## config.mk

```make
export PLATFORM = sky130hd
export DESIGN_NAME = xml_sax_tokenizer_top_flat
export DESIGN_NICKNAME = d
export VERILOG_FILES = /design/src/design/xst_pkg.sv /design/src/design/xst_intf.sv /design/src/design/xml_sax_tokenizer_top.sv /design/src/flat_wrapper.sv
export SDC_FILE = /design/constraint.sdc
export NUM_CORES = 1
export LEC_CHECK = 0
export BUFFER_PORTS_ARGS = -buffer_cell sky130_fd_sc_hd__buf_2
export CAP_MARGIN = 5
export CORE_ASPECT_RATIO = 0.5
export CORE_UTILIZATION = 40
export CTS_BUF_LIST = sky130_fd_sc_hd__clkbuf_8
export DETAILED_ROUTE_END_ITERATION = 10
export HOLD_SLACK_MARGIN = 0.12
export PLACE_DENSITY = 0.52
export SKIP_CTS_REPAIR_TIMING = 1
export SLEW_MARGIN = 40
export SYNTH_ARGS = -nofsm -noshare
export SYNTH_HDL_FRONTEND = slang
export SYNTH_SLANG_ARGS = --single-unit
```

## constraint.sdc

```tcl
create_clock -name i_clk -period 4.9 [get_ports i_clk]
set_input_delay 0.245 -clock i_clk [delete_from_list [all_inputs] [get_ports i_clk]]
set_output_delay 0.245 -clock i_clk [all_outputs]
set_load 0.02 [all_outputs]
```

## src/design/xst_pkg.sv

```systemverilog
// Shared types, character codes and sizing for the XML SAX tokeniser.
`default_nettype none

package xst_pkg;

    // Token text buffer sizing
    localparam int TEXT_BUF_DEPTH = 32;
    localparam int ADDR_W         = $clog2(TEXT_BUF_DEPTH);
    localparam int FILL_W         = $clog2(TEXT_BUF_DEPTH + 1);

    localparam logic [FILL_W-1:0] FILL_DEPTH     = FILL_W'(TEXT_BUF_DEPTH);
    localparam logic [FILL_W-1:0] FILL_NEAR_FULL = FILL_W'(TEXT_BUF_DEPTH - 2);

    // Character codes
    localparam logic [7:0] CH_LT     = 8'h3C;
    localparam logic [7:0] CH_GT     = 8'h3E;
    localparam logic [7:0] CH_SLASH  = 8'h2F;
    localparam logic [7:0] CH_QMARK  = 8'h3F;
    localparam logic [7:0] CH_EQ     = 8'h3D;
    localparam logic [7:0] CH_DQUOTE = 8'h22;
    localparam logic [7:0] CH_APOS   = 8'h27;
    localparam logic [7:0] CH_SPACE  = 8'h20;
    localparam logic [7:0] CH_TAB    = 8'h09;
    localparam logic [7:0] CH_CR     = 8'h0D;
    localparam logic [7:0] CH_LF     = 8'h0A;

    // Tokeniser states
    typedef enum logic [3:0] {
        ST_CHARS      = 4'd0,
        ST_ELEM_NAME  = 4'd1,
        ST_ELEM_OPEN  = 4'd2,
        ST_OPEN_EMPTY = 4'd3,
        ST_ATTR_NAME  = 4'd4,
        ST_WAIT_EQ    = 4'd5,
        ST_WAIT_QUOT  = 4'd6,
        ST_ATTR_VALUE = 4'd7,
        ST_CLOSE      = 4'd8,
        ST_CLOSE_NAME = 4'd9,
        ST_PI_CLOSE   = 4'd10,
        ST_ERROR      = 4'd11
    } t_pstate;

    // Event kinds on the result channel
    typedef enum logic [2:0] {
        EV_CHARS      = 3'd0,
        EV_START_ELEM = 3'd1,
        EV_END_NAMED  = 3'd2,
        EV_END_EMPTY  = 3'd3,
        EV_START_ATTR = 3'd4,
        EV_END_ATTR   = 3'd5,
        EV_ERROR      = 3'd6
    } t_event;

    // Per-request sequencer phases
    typedef enum logic [2:0] {
        SEQ_IDLE,
        SEQ_PRE,
        SEQ_HANDLE,
        SEQ_END_ATTR,
        SEQ_CHUNK,
        SEQ_TXT_RD,
        SEQ_TXT
    } t_seq;

    // What a character does to the buffer
    typedef enum logic [1:0] {
        FL_NONE,
        FL_TEXT,
        FL_SINGLE
    } t_flush;

    // Decoded action for one character
    typedef struct packed {
        t_pstate pstate;
        logic    in_pi;
        logic    apos;
        logic    append;
        t_flush  flush;
        t_event  kind;
        logic    clear_fill;
        logic    end_attr;
    } t_action;

    function automatic logic is_space(input logic [7:0] c);
        return (c == CH_SPACE) || (c == CH_TAB) || (c == CH_CR) || (c == CH_LF);
    endfunction

endpackage

`default_nettype wire

```

## src/design/xst_intf.sv

```systemverilog
// Valid/ready channel interfaces for the tokeniser's character and event streams.
`default_nettype none

interface xst_char_if;
    logic       valid;
    logic       ready;
    logic [7:0] char_byte;
    logic       chunk_end;

    modport source (output valid, output char_byte, output chunk_end, input ready);
    modport sink   (input valid, input char_byte, input chunk_end, output ready);
endinterface

interface xst_evt_if;
    logic       valid;
    logic       ready;
    logic [2:0] event_kind;
    logic       has_text;
    logic [7:0] text_byte;
    logic       last;

    modport source (output valid, output event_kind, output has_text, output text_byte,
                    output last, input ready);
    modport sink   (input valid, input event_kind, input has_text, input text_byte,
                    input last, output ready);
endinterface

`default_nettype wire

```

## src/design/xml_sax_tokenizer_top.sv

```systemverilog
// XML SAX tokeniser: one character per request in, a run of event bytes out.
//
// One character is taken per request; the block works on it alone and accepts
// the next once all its events have been handed to the event register. A
// character that only appends to the token buffer, moves the tokeniser without
// emitting, or raises one event without text is accepted in SEQ_IDLE and
// handled in SEQ_HANDLE. A flush of buffered bytes first reads the text memory
// to prime it, then hands on one byte per cycle while the event register is
// free. The end-of-attribute event takes a step of its own. A flush at the end
// of a chunk has a SEQ_CHUNK step before it, and the early flush of a nearly
// full buffer a SEQ_PRE step. A stall on the event channel holds the sequencer
// wherever it loads the event register. The text memory has a single write
// port and a single read port: each byte is written once on arrival and read
// once on its flush. Characters sent after an error are accepted and dropped
// until reset. The text memory needs no clearing after reset: only entries
// written since the last flush are read.
`default_nettype none

module xml_sax_tokenizer_top (
    input  wire           i_clk,
    input  wire           i_rst_n,
    xst_char_if.sink      i_char,
    xst_evt_if.source     o_evt
);

    // Token text memory
    logic [7:0] r_text_mem [xst_pkg::TEXT_BUF_DEPTH];
    logic [7:0] r_rd_data;

    // Tokeniser state
    xst_pkg::t_pstate r_pstate, n_pstate;
    logic [xst_pkg::FILL_W-1:0] r_fill, n_fill;
    logic r_in_pi, n_in_pi;
    logic r_apos, n_apos;

    // Request sequencer
    xst_pkg::t_seq r_seq, n_seq;
    xst_pkg::t_seq r_ret, n_ret;
    logic [7:0] r_char;
    logic       r_chunk;
    logic [xst_pkg::ADDR_W-1:0] r_idx, n_idx;
    logic [xst_pkg::ADDR_W-1:0] r_txt_last, n_txt_last;
    xst_pkg::t_event r_txt_kind, n_txt_kind;

    // Event output register
    logic            r_out_valid;
    xst_pkg::t_event r_out_kind;
    logic            r_out_has;
    logic [7:0]      r_out_byte;
    logic            r_out_last;

    logic            w_accept;
    logic            w_out_free;
    logic            w_load;
    xst_pkg::t_event w_load_kind;
    logic            w_load_has;
    logic [7:0]      w_load_byte;
    logic            w_load_last;
    logic            w_wr_en;
    logic            w_rd_en;
    logic [xst_pkg::ADDR_W-1:0] w_rd_addr;
    logic [xst_pkg::FILL_W-1:0] w_hfill;
    logic            w_chunk_go;
    xst_pkg::t_seq   w_after;
    xst_pkg::t_action w_act;

    assign w_accept   = i_char.valid && i_char.ready;
    assign w_out_free = !r_out_valid || o_evt.ready;

    assign i_char.ready     = (r_seq == xst_pkg::SEQ_IDLE);
    assign o_evt.valid      = r_out_valid;
    assign o_evt.event_kind = r_out_kind;
    assign o_evt.has_text   = r_out_has;
    assign o_evt.text_byte  = r_out_byte;
    assign o_evt.last       = r_out_last;

    // Apply a buffer flush in the current state; an empty element name halts
    function automatic xst_pkg::t_action flush_into(
        input xst_pkg::t_action           a_in,
        input xst_pkg::t_pstate           st,
        input logic [xst_pkg::FILL_W-1:0] fill,
        input logic                       in_pi
    );
        xst_pkg::t_action a;
        a = a_in;
        a.clear_fill = 1'b1;
        case (st)
            xst_pkg::ST_CHARS, xst_pkg::ST_ATTR_VALUE: begin
                a.flush = xst_pkg::FL_TEXT;
                a.kind  = xst_pkg::EV_CHARS;
            end
            xst_pkg::ST_ELEM_NAME: begin
                if (fill == '0) begin
                    a.flush  = xst_pkg::FL_SINGLE;
                    a.kind   = xst_pkg::EV_ERROR;
                    a.pstate = xst_pkg::ST_ERROR;
                end else if (!in_pi) begin
                    a.flush = xst_pkg::FL_TEXT;
                    a.kind  = xst_pkg::EV_START_ELEM;
                end
            end
            xst_pkg::ST_OPEN_EMPTY: begin
                a.flush = xst_pkg::FL_SINGLE;
                a.kind  = xst_pkg::EV_END_EMPTY;
            end
            xst_pkg::ST_ATTR_NAME: begin
                a.flush = (fill == '0) ? xst_pkg::FL_SINGLE : xst_pkg::FL_TEXT;
                a.kind  = xst_pkg::EV_START_ATTR;
            end
            xst_pkg::ST_CLOSE_NAME: begin
                a.flush = (fill == '0) ? xst_pkg::FL_SINGLE : xst_pkg::FL_TEXT;
                a.kind  = xst_pkg::EV_END_NAMED;
            end
            default: ;
        endcase
        return a;
    endfunction

    // Raise an error event and halt
    function automatic xst_pkg::t_action raise_into(input xst_pkg::t_action a_in);
        xst_pkg::t_action a;
        a = a_in;
        a.flush  = xst_pkg::FL_SINGLE;
        a.kind   = xst_pkg::EV_ERROR;
        a.pstate = xst_pkg::ST_ERROR;
        return a;
    endfunction

    // Decode the held character against the tokeniser state
    always_comb begin
        w_act            = '0;
        w_act.pstate     = r_pstate;
        w_act.in_pi      = r_in_pi;
        w_act.apos       = r_apos;
        w_act.flush      = xst_pkg::FL_NONE;
        w_act.kind       = xst_pkg::EV_CHARS;
        unique case (r_pstate)
            xst_pkg::ST_CHARS: begin
                if (r_char == xst_pkg::CH_LT) begin
                    w_act        = flush_into(w_act, r_pstate, r_fill, r_in_pi);
                    w_act.pstate = xst_pkg::ST_ELEM_NAME;
                    w_act.in_pi  = 1'b0;
                end else begin
                    w_act.append = 1'b1;
                end
            end
            xst_pkg::ST_ELEM_NAME: begin
                if (xst_pkg::is_space(r_char)) begin
                    w_act.pstate = xst_pkg::ST_ELEM_OPEN;
                    w_act        = flush_into(w_act, r_pstate, r_fill, r_in_pi);
                end else if (r_char == xst_pkg::CH_GT) begin
                    w_act.pstate = xst_pkg::ST_CHARS;
                    w_act        = flush_into(w_act, r_pstate, r_fill, r_in_pi);
                end else if (r_char == xst_pkg::CH_SLASH) begin
                    if (r_fill != '0) begin
                        w_act.pstate = xst_pkg::ST_OPEN_EMPTY;
                        w_act        = flush_into(w_act, r_pstate, r_fill, r_in_pi);
                    end else begin
                        w_act.pstate = xst_pkg::ST_CLOSE_NAME;
                    end
                end else if (r_char == xst_pkg::CH_QMARK && r_fill == '0) begin
                    w_act.in_pi = 1'b1;
                end else begin
                    w_act.append = 1'b1;
                end
            end
            xst_pkg::ST_ELEM_OPEN: begin
                if (xst_pkg::is_space(r_char)) begin
                    w_act.pstate = r_pstate;
                end else if (r_char == xst_pkg::CH_GT) begin
                    if (!r_in_pi) w_act.pstate = xst_pkg::ST_CHARS;
                    else          w_act = raise_into(w_act);
                end else if (r_char == xst_pkg::CH_QMARK) begin
                    if (r_in_pi) w_act.pstate = xst_pkg::ST_PI_CLOSE;
                    else         w_act = raise_into(w_act);
                end else if (r_char == xst_pkg::CH_SLASH) begin
                    w_act.pstate = xst_pkg::ST_OPEN_EMPTY;
                end else begin
                    w_act.append = 1'b1;
                    w_act.pstate = xst_pkg::ST_ATTR_NAME;
                end
            end
            xst_pkg::ST_OPEN_EMPTY: begin
                if (xst_pkg::is_space(r_char)) begin
                    w_act.pstate = r_pstate;
                end else if (r_char == xst_pkg::CH_GT) begin
                    w_act        = flush_into(w_act, r_pstate, r_fill, r_in_pi);
                    w_act.pstate = xst_pkg::ST_CHARS;
                end else begin
                    w_act = raise_into(w_act);
                end
            end
            xst_pkg::ST_ATTR_NAME: begin
                if (xst_pkg::is_space(r_char)) begin
                    w_act        = flush_into(w_act, r_pstate, r_fill, r_in_pi);
                    w_act.pstate = xst_pkg::ST_WAIT_EQ;
                end else if (r_char == xst_pkg::CH_EQ) begin
                    w_act        = flush_into(w_act, r_pstate, r_fill, r_in_pi);
                    w_act.pstate = xst_pkg::ST_WAIT_QUOT;
                end else begin
                    w_act.append = 1'b1;
                end
            end
            xst_pkg::ST_WAIT_EQ: begin
                if (xst_pkg::is_space(r_char)) begin
                    w_act.pstate = r_pstate;
                end else if (r_char == xst_pkg::CH_EQ) begin
                    w_act.pstate = xst_pkg::ST_WAIT_QUOT;
                end else begin
                    w_act = raise_into(w_act);
                end
            end
            xst_pkg::ST_WAIT_QUOT: begin
                if (xst_pkg::is_space(r_char)) begin
                    w_act.pstate = r_pstate;
                end else if (r_char == xst_pkg::CH_DQUOTE) begin
                    w_act.pstate = xst_pkg::ST_ATTR_VALUE;
                    w_act.apos   = 1'b0;
                end else if (r_char == xst_pkg::CH_APOS) begin
                    w_act.pstate = xst_pkg::ST_ATTR_VALUE;
                    w_act.apos   = 1'b1;
                end else begin
                    w_act = raise_into(w_act);
                end
            end
            xst_pkg::ST_ATTR_VALUE: begin
                if ((r_char == xst_pkg::CH_DQUOTE && !r_apos) ||
                    (r_char == xst_pkg::CH_APOS && r_apos)) begin
                    w_act          = flush_into(w_act, r_pstate, r_fill, r_in_pi);
                    w_act.end_attr = 1'b1;
                    w_act.pstate   = xst_pkg::ST_ELEM_OPEN;
                end else begin
                    w_act.append = 1'b1;
                end
            end
            xst_pkg::ST_CLOSE: begin
                if (xst_pkg::is_space(r_char)) begin
                    w_act.pstate = r_pstate;
                end else if (r_char == xst_pkg::CH_GT) begin
                    w_act.pstate = xst_pkg::ST_CHARS;
                end else begin
                    w_act = raise_into(w_act);
                end
            end
            xst_pkg::ST_CLOSE_NAME: begin
                if (xst_pkg::is_space(r_char)) begin
                    w_act        = flush_into(w_act, r_pstate, r_fill, r_in_pi);
                    w_act.pstate = xst_pkg::ST_CLOSE;
                end else if (r_char == xst_pkg::CH_GT) begin
                    w_act        = flush_into(w_act, r_pstate, r_fill, r_in_pi);
                    w_act.pstate = xst_pkg::ST_CHARS;
                end else begin
                    w_act.append = 1'b1;
                end
            end
            xst_pkg::ST_PI_CLOSE: begin
                if (r_char == xst_pkg::CH_GT) w_act.pstate = xst_pkg::ST_CHARS;
                else                          w_act = raise_into(w_act);
            end
            default: begin
                w_act.pstate = xst_pkg::ST_ERROR;
            end
        endcase
    end

    // Fill level after the decoded action
    always_comb begin
        if (w_act.clear_fill) begin
            w_hfill = '0;
        end else if (w_act.append && (r_fill < xst_pkg::FILL_DEPTH)) begin
            w_hfill = r_fill + xst_pkg::FILL_W'(1);
        end else begin
            w_hfill = r_fill;
        end
    end

    assign w_chunk_go = r_chunk && (w_hfill != '0) &&
                        ((w_act.pstate == xst_pkg::ST_CHARS) ||
                         (w_act.pstate == xst_pkg::ST_ATTR_VALUE));

    always_comb begin
        if (w_act.end_attr)  w_after = xst_pkg::SEQ_END_ATTR;
        else if (w_chunk_go) w_after = xst_pkg::SEQ_CHUNK;
        else                 w_after = xst_pkg::SEQ_IDLE;
    end

    // Sequencer: next phase, state update, memory and event register control
    always_comb begin
        n_seq       = r_seq;
        n_ret       = r_ret;
        n_pstate    = r_pstate;
        n_fill      = r_fill;
        n_in_pi     = r_in_pi;
        n_apos      = r_apos;
        n_idx       = r_idx;
        n_txt_last  = r_txt_last;
        n_txt_kind  = r_txt_kind;
        w_load      = 1'b0;
        w_load_kind = xst_pkg::EV_CHARS;
        w_load_has  = 1'b0;
        w_load_byte = 8'h00;
        w_load_last = 1'b1;
        w_wr_en     = 1'b0;
        w_rd_en     = 1'b0;
        w_rd_addr   = r_idx;
        unique case (r_seq)
            xst_pkg::SEQ_IDLE: begin
                if (w_accept) begin
                    if (r_pstate >= xst_pkg::ST_ERROR) begin
                        n_seq = xst_pkg::SEQ_IDLE;
                    end else if (r_fill > xst_pkg::FILL_NEAR_FULL) begin
                        n_seq = xst_pkg::SEQ_PRE;
                    end else begin
                        n_seq = xst_pkg::SEQ_HANDLE;
                    end
                end
            end
            xst_pkg::SEQ_PRE: begin
                // Flush a nearly full text buffer early; elsewhere it is an error
                if (r_pstate == xst_pkg::ST_CHARS || r_pstate == xst_pkg::ST_ATTR_VALUE) begin
                    n_txt_last = xst_pkg::ADDR_W'(r_fill - xst_pkg::FILL_W'(1));
                    n_idx      = '0;
                    n_txt_kind = xst_pkg::EV_CHARS;
                    n_ret      = xst_pkg::SEQ_HANDLE;
                    n_fill     = '0;
                    n_seq      = xst_pkg::SEQ_TXT_RD;
                end else if (w_out_free) begin
                    w_load      = 1'b1;
                    w_load_kind = xst_pkg::EV_ERROR;
                    n_pstate    = xst_pkg::ST_ERROR;
                    n_seq       = xst_pkg::SEQ_IDLE;
                end
            end
            xst_pkg::SEQ_HANDLE: begin
                if (w_act.flush != xst_pkg::FL_SINGLE || w_out_free) begin
                    n_pstate = w_act.pstate;
                    n_in_pi  = w_act.in_pi;
                    n_apos   = w_act.apos;
                    n_fill   = w_hfill;
                    w_wr_en  = w_act.append && (r_fill < xst_pkg::FILL_DEPTH);
                    if (w_act.flush == xst_pkg::FL_SINGLE) begin
                        w_load      = 1'b1;
                        w_load_kind = w_act.kind;
                    end
                    if (w_act.flush == xst_pkg::FL_TEXT && r_fill != '0) begin
                        n_txt_last = xst_pkg::ADDR_W'(r_fill - xst_pkg::FILL_W'(1));
                        n_idx      = '0;
                        n_txt_kind = w_act.kind;
                        n_ret      = w_after;
                        n_seq      = xst_pkg::SEQ_TXT_RD;
                    end else begin
                        n_seq = w_after;
                    end
                end
            end
            xst_pkg::SEQ_END_ATTR: begin
                if (w_out_free) begin
                    w_load      = 1'b1;
                    w_load_kind = xst_pkg::EV_END_ATTR;
                    n_seq       = xst_pkg::SEQ_IDLE;
                end
            end
            xst_pkg::SEQ_CHUNK: begin
                // Flush pending text at the end of a chunk
                n_txt_last = xst_pkg::ADDR_W'(r_fill - xst_pkg::FILL_W'(1));
                n_idx      = '0;
                n_txt_kind = xst_pkg::EV_CHARS;
                n_ret      = xst_pkg::SEQ_IDLE;
                n_fill     = '0;
                n_seq      = xst_pkg::SEQ_TXT_RD;
            end
            xst_pkg::SEQ_TXT_RD: begin
                w_rd_en   = 1'b1;
                w_rd_addr = r_idx;
                n_seq     = xst_pkg::SEQ_TXT;
            end
            xst_pkg::SEQ_TXT: begin
                // Hand one byte on and prefetch the next
                if (w_out_free) begin
                    w_load      = 1'b1;
                    w_load_kind = r_txt_kind;
                    w_load_has  = 1'b1;
                    w_load_byte = r_rd_data;
                    w_load_last = (r_idx == r_txt_last);
                    if (r_idx == r_txt_last) begin
                        n_seq = r_ret;
                    end else begin
                        w_rd_en   = 1'b1;
                        w_rd_addr = r_idx + xst_pkg::ADDR_W'(1);
                        n_idx     = r_idx + xst_pkg::ADDR_W'(1);
                    end
                end
            end
            default: begin
                n_seq = xst_pkg::SEQ_IDLE;
            end
        endcase
    end

    // Text memory: append at the fill level, registered read
    always_ff @(posedge i_clk) begin
        if (w_wr_en) begin
            r_text_mem[r_fill[xst_pkg::ADDR_W-1:0]] <= r_char;
        end
        if (w_rd_en) begin
            r_rd_data <= r_text_mem[w_rd_addr];
        end
    end

    // Control registers
    always_ff @(posedge i_clk) begin
        if (!i_rst_n) begin
            r_seq       <= xst_pkg::SEQ_IDLE;
            r_ret       <= xst_pkg::SEQ_IDLE;
            r_pstate    <= xst_pkg::ST_CHARS;
            r_fill      <= '0;
            r_in_pi     <= 1'b0;
            r_apos      <= 1'b0;
            r_out_valid <= 1'b0;
        end else begin
            r_seq    <= n_seq;
            r_ret    <= n_ret;
            r_pstate <= n_pstate;
            r_fill   <= n_fill;
            r_in_pi  <= n_in_pi;
            r_apos   <= n_apos;
            if (w_load) begin
                r_out_valid <= 1'b1;
            end else if (o_evt.ready) begin
                r_out_valid <= 1'b0;
            end
        end
    end

    // Payload registers: held request, flush cursor, event register
    always_ff @(posedge i_clk) begin
        if (w_accept) begin
            r_char  <= i_char.char_byte;
            r_chunk <= i_char.chunk_end;
        end
        r_idx      <= n_idx;
        r_txt_last <= n_txt_last;
        r_txt_kind <= n_txt_kind;
        if (w_load) begin
            r_out_kind <= w_load_kind;
            r_out_has  <= w_load_has;
            r_out_byte <= w_load_byte;
            r_out_last <= w_load_last;
        end
    end

endmodule

`default_nettype wire

```

## src/flat_wrapper.sv

```systemverilog
// flat-port wrapper written by rule: the top's interface ports become plain ports
module xml_sax_tokenizer_top_flat 
  (i_clk, i_rst_n, i_char_valid, i_char_char_byte, i_char_chunk_end, i_char_ready, o_evt_valid, o_evt_event_kind, o_evt_has_text, o_evt_text_byte, o_evt_last, o_evt_ready);
  xst_char_if i_char_i ();
  xst_evt_if o_evt_i ();
  input  wire i_clk;
  input  wire i_rst_n;
  input wire logic [$bits(i_char_i.valid)-1:0] i_char_valid;
  input wire logic [$bits(i_char_i.char_byte)-1:0] i_char_char_byte;
  input wire logic [$bits(i_char_i.chunk_end)-1:0] i_char_chunk_end;
  output wire logic [$bits(i_char_i.ready)-1:0] i_char_ready;
  output wire logic [$bits(o_evt_i.valid)-1:0] o_evt_valid;
  output wire logic [$bits(o_evt_i.event_kind)-1:0] o_evt_event_kind;
  output wire logic [$bits(o_evt_i.has_text)-1:0] o_evt_has_text;
  output wire logic [$bits(o_evt_i.text_byte)-1:0] o_evt_text_byte;
  output wire logic [$bits(o_evt_i.last)-1:0] o_evt_last;
  input wire logic [$bits(o_evt_i.ready)-1:0] o_evt_ready;
  assign i_char_i.valid = i_char_valid;
  assign i_char_i.char_byte = i_char_char_byte;
  assign i_char_i.chunk_end = i_char_chunk_end;
  assign i_char_ready = i_char_i.ready;
  assign o_evt_valid = o_evt_i.valid;
  assign o_evt_event_kind = o_evt_i.event_kind;
  assign o_evt_has_text = o_evt_i.has_text;
  assign o_evt_text_byte = o_evt_i.text_byte;
  assign o_evt_last = o_evt_i.last;
  assign o_evt_i.ready = o_evt_ready;
  xml_sax_tokenizer_top u_core (.i_clk(i_clk), .i_rst_n(i_rst_n), .i_char(i_char_i), .o_evt(o_evt_i));
endmodule
```

==> results of run 1 <==
worst max-delay path, delay by kind of cell, from the launching register on:
kind	cells	cell delay [ns]
compound gates	4	1.66
simple gates	3	0.91
mux	1	0.74
flops	1	0.59
buf+inv	1	0.35
metrics by stage:
stage               power (mW)  cells    util  hold WS [ns]  area, um^2
floorplan                3.538   1088       -        0.3439       14480
finish                   5.734   1660  0.4629        0.1272       16230
global route             5.951   1658  0.4627        0.1223       16230
CTS                      5.783   1648  0.4596       -0.2129       16120
detailed placement       3.751   1567  0.4355        0.4242       15280
global placement         3.748   1567  0.4352        0.4224       15260
power by group through the flow:
stage	Combinational (mW)	Clock [mW]	Sequential, mW
after global placement	0.590	0	3.16
after detailed placement	0.591	0	3.16
final	0.605	2.03	3.10
after floorplan	0.373	0	3.16
after CTS	0.594	2.09	3.10
after global routing	0.653	2.19	3.11
synthesized netlist by cell type, drive strengths merged, types with 4 or more instances:
master     n
nor4       6
and2       7
nor3b      4
inv       14
nand4      4
nand2b     8
buf       27
nand2     93
nand4b     7
nor3      18
o21ai     52
a31oi     14
nor2b      8
o211a      4
xor2       7
edfxtp   299
a211oi     8
dfxtp     19
o22ai     36
or3        8
a311oi     5
o211ai     5
a21oi     32
ha         6
mux2i     44
mux2      65
nand3     25
clkbuf    40
a32o      25
xnor2     12
a21o       4
and3      13
o2111a     8
nor2      82
a22oi      4
o2111ai    6
a221oi     8
routing by layer:
layer  track usage  up-vias  part of all wire
li1              -     4378                 -
met1        0.3109     4821              0.48
met2        0.3177      357              0.43
met3       0.03684       52             0.072
met4       0.04802        0             0.015
met5             0        -                 0
worst paths after layout:
| path | to | slack (ns) | depth (start not counted) |
|---|---|---|---|
| worst min-delay path | u_core.o_evt.event_kind[1]$_DFFE_PP_ | 0.13 | 3 |
| worst max-delay path | u_core.r_rd_data[1]$_DFFE_PP_ | 0.41 | 9 |
| worst min register to register | u_core.r_ret[0]$_SDFFE_PN0P_ | 0.49 | 2 |
| worst max register to register | u_core.r_rd_data[1]$_DFFE_PP_ | 0.41 | 9 |
layout make-up:
| cell class | instances | area (um^2) | area share |
|---|---|---|---|
| Antenna cell | 2 | 5.005 | 0.0003083 |
| Clock buffer | 46 | 633.1 | 0.03900 |
| Clock inverter | 35 | 211.5 | 0.01303 |
| Inverter | 15 | 56.30 | 0.003468 |
| Multi-Input combinational cell | 686 | 4782 | 0.2946 |
| Sequential cell | 318 | 9359 | 0.5765 |
| Tap cell | 475 | 594.3 | 0.03661 |
| Timing Repair Buffer | 83 | 593.1 | 0.03653 |
state kept, by name (all words and copies together), names as in the netlist, 4 cells and up:
name / cells
u_core.r_txt_last: 5
u_core.r_pstate: 4
u_core.r_fill: 6
u_core.r_idx: 5
u_core.o_evt.text_byte: 8
u_core.r_char: 8
u_core.r_text_mem: 256
u_core.r_rd_data: 8
cells by family (layout without fill, tap and decap cells):
| logic type | count (synthesis) | after routing | synth area share |
|---|---|---|---|
| flops | 318 | 318 | 0.6464 |
| simple gates | 306 | 306 | 0.1057 |
| compound gates | 246 | 246 | 0.1225 |
| mux | 109 | 109 | 0.08098 |
| buf+inv | 84 | 179 | 0.02774 |
| xor+xnor | 19 | 19 | 0.01149 |
| fa+ha+maj | 6 | 6 | 0.005185 |
| other cells | 0 | 2 | 0 |
==> impl_metrics.tcl, run 1 <==
set metrics [dict create \
    globalRouteOverflowTotal 0 \
    grt_setup_unrepaired "false" \
    synth_cell_types 85 \
    tns_ns 0 \
    p_leak_nw 5.386 \
    power.switching_mw 1.498 \
    fmax_mhz 222.6 \
    powerDensity_mw_per_mm2 353.2 \
    root_buffer "clkbuf_8" \
    die_w_um 271.1 \
    numCtsBuffers 46 \
    slowest_stage "mux2_8" \
    synth_top_cell_by_area "edfxtp_1" \
    synth.area.top_cells "edfxtp_1, mux2_2, mux2i_1" \
    pin_count 28 \
    grt_pass1_vias 9252 \
    num_rows 48 \
    vias_per_cell 5.788 \
    cp_cell_sequence "nor2b_1, and2_1, o211a_1, mux2_8, buf_12, nand2_1, a32o_1, o21ai_0, o2111a_1" \
    max_slew_margin 0.4567 \
    track_usage 0.2089 \
    clk_path_buf_depth 3 \
    sw_frac_of_total 0.2612 \
    final_max_slew_viol_count 0 \
    period_share 0.9167 \
    critical_path_class "reg2reg" \
    final_cell_mix "edfxtp_1, nand2_1, nor2_1, mux2_2, o21ai_0" \
    nFillCells 3159 \
    netlist_area_mm2 0.01448 \
    cp-start-kind "flip-flop" \
    slowest_delay_ns 0.74 \
    cp.arrival_ns 4.93 \
    vias 9608 \
    syn_inst 1088 \
    place.gp.congestion 0.9228 \
    intPower_mw 4.236 \
    antenna_found_initial 0 \
    die-area_mm2 0.03701 \
    p_comb_frac 0.105 \
    drt_wl_total_mm 38.46 \
    ys_ff_latch 318 \
    drt_iter0_drc 1130 \
    ir_drop_mv 0.1820 \
    p_seq_frac 0.541 \
    final_nets 1169 \
    drc 0 \
    p_clk_frac 0.353 \
    period_minus_slack_ns 4.492 \
    crit_path_end_kind "flip-flop" \
    cap_violations 0 \
    syn_nets 1107 \
    synth_top_area_share 0.6202 \
    worstPathMaxFanout 87 \
    syn_to_final_growth_pct 12.13 \
    clock_sinks 318 \
    core_mm2 0.03507 \
    firstDrtPassIters 6 \
    cts_tree "built" \
    avgSynthCellArea_um2 13.31 \
    fin_skew_ns 0.02050 \
    startpoint "u_core.r_seq[1]$_SDFFE_PN0P_" \
    fp.dieH_um 136.5 \
    hold_start "o_evt_ready" \
    status "finished, final reports clean" \
    synth_ff_type "edfxtp_1" \
    port_buffers 27 \
    drive_gt1_frac 0.1893 \
    path_clk_slew_ns 0.07 \
    htree_levels 2 \
    tightestPinTransition_ns 0.8149 \
    grt_pass1_wl_mm 57.63 \
    drtAntennaViolNets 0 \
    grt_start_max_net_pins 88 \
    final_common_cell "edfxtp_1" \
    regToRegStartpoint "u_core.r_seq[1]$_SDFFE_PN0P_" \
    yosysWarnings 0 \
    hold_violations 0 \
    clock_latency_ns 0.58 \
    synth_edf_count 299 \
    initial_utilization 0.4128 \
    wl_per_cell_um 23.17 \
    hp-class "in2reg" \
    worst_slack_ns 0.4083 \
    setup_viol 0 \
    ys_seq_area_frac 0.6464 \
    dp_hpwl_mm 25.20 \
    synthArstFlopShare 0 \
    cp.required_ns 5.33 \
    place_ws_ns 0.5184 \
]
Note: power is estimated with default switching activity, not from simulation.
==> run 2, diff against run 1 <==
- MAX_ROUTING_LAYER: unset -> met4
==> impl_metrics.tcl, run 2 (synthesis results as in run 1) <==
set metrics [dict create \
    largest_register_ffs 256 \
    ir_drop_mv 0.1655 \
    crit_buf_inv 1 \
    cp_cell_sequence "nor2b_1, and2_1, o211a_1, mux2_8, buf_12, nand2_1, a32o_1, o21ai_0, o2111a_1" \
    drt_wl_total_mm 38.95 \
    htree_levels 2 \
    num_rows 48 \
    fmax_mhz 223.2 \
    critical_path_class "reg2reg" \
    hold_end "u_core.o_evt.event_kind[1]$_DFFE_PP_" \
    critPathTopFamily "compound AO/OA/AOI/OAI gates" \
    stdcell_count 1653 \
    track_usage 0.2185 \
    hold_start "o_evt_ready" \
    hp-class "in2reg" \
    syn_to_final_growth_pct 12.22 \
    fp.dieH_um 136.5 \
    clk_path_buf_depth 3 \
    vias 9613 \
    worstPathMaxFanout 87 \
    slowest_delay_ns 0.73 \
    die-area_mm2 0.03701 \
    powerDensity_mw_per_mm2 356.7 \
    initial_utilization 0.4128 \
    clock_sinks 318 \
    reg2reg_to "u_core.r_rd_data[1]$_DFFE_PP_" \
    cts_tree "built" \
    antenna_found_initial 0 \
    tightestPinTransition_ns 0.8160 \
    final_max_slew_viol_count 0 \
    grt_pass1_wl_mm 58.13 \
    status "finished, final reports clean" \
    slowest_stage "mux2_8" \
    nFillCells 3163 \
    grt_setup_unrepaired "false" \
    cp.arrival_ns 4.92 \
    final_util 0.4632 \
    dp_hpwl_mm 25.25 \
    wl_per_cell_um 23.56 \
    final_nets 1166 \
    hold_violations 0 \
    rr_worst_depth 9 \
    cap_violations 0 \
    numCtsBuffers 45 \
    p_leak_nw 5.384 \
    grt_start_max_net_pins 88 \
    worst-r2r-setup-slack_ns 0.42 \
    path_clk_slew_ns 0.06 \
    crit_path_end_kind "flip-flop" \
    max_slew_margin 0.4560 \
    clock_latency_ns 0.60 \
    hold_depth 3 \
    drtAntennaViolNets 0 \
    drc 0 \
    tns_ns 0 \
    pin_count 28 \
    grt_pass1_vias 9180 \
    port_buffers 27 \
    fin_skew_ns 0.02823 \
    root_buffer "clkbuf_8" \
    final_cell_mix "edfxtp_1, nand2_1, nor2_1, mux2_2, o21ai_0" \
    globalRouteOverflowTotal 0 \
    core_mm2 0.03507 \
    cp-start-kind "flip-flop" \
    period_minus_slack_ns 4.480 \
    cp.required_ns 5.34 \
    vias_per_cell 5.815 \
    setup_viol 0 \
    regToRegStartpoint "u_core.r_seq[1]$_SDFFE_PN0P_" \
    antenna_cells 0 \
    drive_gt1_frac 0.1927 \
    final_common_cell "edfxtp_1" \
    placedCellCount 1565 \
    firstDrtPassIters 6 \
    drt_iter0_drc 951 \
    die_w_um 271.1 \
    place.gp.congestion 0.9589 \
    period_share 0.9142 \
]
[run 2: changes by cell type in the layout (fill, tap and decap cells not counted), moves of 2 or more]
cell      previous run  this run
buf_4               45        43
inv_1               25        23
clkinv_1            13         9
clkinv_2             6         9
diode_2              2         0
[run 2: routing by layer]
layer,global-route usage,share of wire,wire length (um)
met5,-,0,0
met4,0.06623,0.026,994
met3,0.04930,0.071,2755
met2,0.3120,0.43,16680
met1,0.3094,0.48,18520
[run 2: tightest hold or removal path: stages]
cell,delay (ns)
buf_2,0.09
nor2b_1,0.12
nor2_1,0.13
[run 2: per-stage QoR]
| stage | hold WS (ns) | instance area [um^2] | power, mW | setup slack (ns) |
|---|---|---|---|---|
| 2_1_floorplan | 0.3439 | 14480 | 3.538 | 1.028 |
| 3_5_place_dp | 0.4236 | 15270 | 3.756 | 0.4779 |
| 6_report | 0.1059 | 16250 | 5.795 | 0.4202 |
| 4_1_cts | -0.2058 | 16130 | 5.819 | 0.4492 |
| 3_3_place_gp | 0.4232 | 15250 | 3.753 | 0.5422 |
| 5_1_grt | 0.1436 | 16250 | 6.017 | 0.2316 |
[run 2: cell type report]
type,count,area [um^2],area share
sequential,318,9359,0.5761
timing repair buffer,81,578.1,0.03558
clock inverter,33,236.5,0.01456
inverter,15,56.30,0.003466
multi-input combinational,686,4803,0.2956
clock buffer,45,619.3,0.03812
tap,475,594.3,0.03658
[run 2: worst max path at each step]
stage / start / end / slack [ns] / cells past startpoint
floorplan: u_core.r_char[1]$_DFFE_PP_ / u_core.o_evt.event_kind[0]$_DFFE_PP_ / 1.03 / 9
global placement: u_core.r_seq[1]$_SDFFE_PN0P_ / u_core.r_rd_data[1]$_DFFE_PP_ / 0.54 / 10
detailed placement: u_core.r_char[6]$_DFFE_PP_ / u_core.r_text_mem[12][2]$_DFFE_PP_ / 0.48 / 8
CTS: u_core.r_char[6]$_DFFE_PP_ / u_core.r_text_mem[12][2]$_DFFE_PP_ / 0.45 / 8
global route: u_core.r_seq[1]$_SDFFE_PN0P_ / u_core.r_rd_data[1]$_DFFE_PP_ / 0.23 / 9
finish: u_core.r_seq[1]$_SDFFE_PN0P_ / u_core.r_rd_data[1]$_DFFE_PP_ / 0.42 / 9
[run 2: where the power goes]
| part | switching (mW) | internal (mW) |
|---|---|---|
| Sequential | 0.0569 | 3.05 |
| Clock | 1.06 | 1.03 |
| Combinational | 0.410 | 0.197 |
==> run 3, diff against run 2 <==
- ABC_AREA: unset -> 1
- CORE_MARGIN: unset -> 2
==> impl_metrics.tcl, run 3 <==
set metrics [dict create \
    clk_path_buf_depth 3 \
    status "finished, final reports clean" \
    die_w_um 274.0 \
    tns_ns 0 \
    synth_ff_type "edfxtp_1" \
    drtAntennaViolNets 0 \
    synth_top_cell_by_area "edfxtp_1" \
    max_slew_margin 0.4314 \
    power.switching_mw 2.947 \
    critical_path_class "reg2reg" \
    yosysWarnings 0 \
    worst-r2r-setup-slack_ns 1.13 \
    sw_frac_of_total 0.3646 \
    grt_start_max_net_pins 129 \
    place.gp.congestion 0.9409 \
    fin_hold_ws_ns 0.1016 \
    cap_violations 0 \
    wl_per_cell_um 19.44 \
    antenna_cells 0 \
    syn_inst 1341 \
    initial_utilization 0.4057 \
    dp_hpwl_mm 23.47 \
    p_clk_frac 0.281 \
    yosysMostFrequentCell "edfxtp_1" \
    die-area_mm2 0.03807 \
    largest_register_ffs 256 \
    pin_count 28 \
    hold_violations 0 \
    grt_setup_unrepaired "false" \
    cp.required_ns 5.32 \
    final_max_slew_viol_count 0 \
    worstPathMaxFanout 66 \
    grt_pass1_vias 9863 \
    port_buffers 27 \
    ys_seq_area_frac 0.6421 \
    powerDensity_mw_per_mm2 498.7 \
    final_common_cell "edfxtp_1" \
    crit_path_end_kind "flip-flop" \
    synthArstFlopShare 0 \
    cp-start-kind "flip-flop" \
    fin_skew_ns 0.02927 \
    ir_drop_mv 0.3502 \
    clock_sinks 318 \
    final_nets 1413 \
    synth_cell_types 50 \
    cp.arrival_ns 4.19 \
    numCtsBuffers 48 \
    fp.dieH_um 139.0 \
    synth_edf_count 299 \
    clock_latency_ns 0.60 \
    firstDrtPassIters 5 \
    drive_gt1_frac 0.1459 \
    setup_viol 0 \
    p_seq_frac 0.414 \
    path_clk_slew_ns 0.06 \
    p_leak_nw 5.745 \
    globalRouteOverflowTotal 0 \
    synth.area.top_cells "edfxtp_1, nor2_1, nand2_1" \
    cts_tree "built" \
    vias 10050 \
    num_rows 49 \
    ys_ff_latch 318 \
    antenna_found_initial 0 \
    vias_per_cell 5.244 \
    hp-class "in2reg" \
    drt_iter0_drc 935 \
    period_share 0.7692 \
    grt_pass1_wl_mm 57.76 \
    synth_top_area_share 0.6160 \
    core_mm2 0.03593 \
    synthTopCellsByCount "edfxtp_1, nor2_1, nand2_1" \
    htree_levels 2 \
    track_usage 0.2033 \
    p_comb_frac 0.305 \
    drc 0 \
    root_buffer "clkbuf_8" \
    avgSynthCellArea_um2 10.87 \
    fmax_mhz 265.3 \
    syn_to_final_growth_pct 11.19 \
    netlist_area_mm2 0.01458 \
    final_cell_mix "edfxtp_1, nor2_1, nand2_1, nand3_1, o21ai_0" \
    drt_wl_total_mm 37.25 \
    period_minus_slack_ns 3.769 \
    syn_nets 1360 \
    intPower_mw 5.135 \
    tightestPinTransition_ns 0.8497 \
]
[run 3: layer usage]
metal  part of all wire  up-vias  global-route usage  routed length, um
met1               0.49     4867              0.2972              18320
met4              0.026        0             0.06064                979
met3              0.058       86             0.03947               2171
met2               0.42      285              0.2854              15780
li1                   -     4810                   -                  -
met5                  0        -                   -                  0
[run 3: cells by family (layout without fill, tap and decap cells)]
family | Yosys count | in the layout | share of synthesized area
buffers and inverters | 151 | 242 | 0.05176
AOI/OAI and AO/OA | 236 | 236 | 0.09924
adders and majority gates | 6 | 6 | 0.005151
DFF | 318 | 318 | 0.6421
xor gates and xnor gates | 10 | 10 | 0.006010
and+or+nand+nor | 620 | 620 | 0.1957
[run 3: worst paths after layout]
check / from / endpoint / cells past startpoint
worst max register to register: u_core.r_idx[0]$_SDFFCE_PN0P_ / u_core.r_rd_data[0]$_DFFE_PP_ / 16
worst min register to register: u_core.r_ret[2]$_SDFFE_PN0P_ / u_core.r_ret[2]$_SDFFE_PN0P_ / 2
worst min-delay path: o_evt_ready / u_core.o_evt.valid$_SDFFE_PN0P_ / 4
worst max-delay path: u_core.r_idx[0]$_SDFFCE_PN0P_ / u_core.r_rd_data[0]$_DFFE_PP_ / 16
[run 3: power groups by stage]
| stage | Combinational, mW | Sequential [mW] | Clock (mW) |
|---|---|---|---|
| final | 2.47 | 3.34 | 2.27 |
| after global routing | 2.75 | 3.36 | 2.44 |
| after CTS | 2.46 | 3.34 | 2.31 |
| after detailed placement | 2.45 | 3.40 | 0 |
| after global placement | 2.44 | 3.40 | 0 |
| after floorplan | 1.73 | 3.44 | 0 |
[run 3: area by class of cell]
cell class	instances	area, um^2
Multi-Input combinational cell	872	4487
Timing Repair Buffer	58	407.9
Clock buffer	52	715.7
Fill cell	3382	19720
Sequential cell	318	9359
Clock inverter	36	260.3
Inverter	96	370.4
Tap cell	484	605.6
[run 3: metrics by stage]
step           instances  worst slack [ns]  total power, mW    util  area [um^2]
5_1_grt             1916            0.8463            8.541  0.4511        16210
4_1_cts             1905             1.180            8.114  0.4479        16090
3_5_place_dp        1817             1.213            5.847  0.4207        15110
6_report            1916             1.131            8.081  0.4511        16210
3_3_place_gp        1816             1.207            5.840  0.4201        15090
2_1_floorplan       1341             1.906            5.172       -        14580
[run 3: critical path, stage by stage, from the launching register on]
cell,delay (ns)
edfxtp_1,0.48
xor2_1,0.21
nor3_2,0.13
nand3_2,0.13
nand2_4,0.12
inv_2,0.06
nand2_4,0.06
nand3_2,0.09
o21ai_4,0.10
buf_4,0.53
buf_4,0.64
o21ai_0,0.21
o211ai_1,0.21
nand3_1,0.18
nand2_1,0.10
nand2_1,0.05
nand2_1,0.19
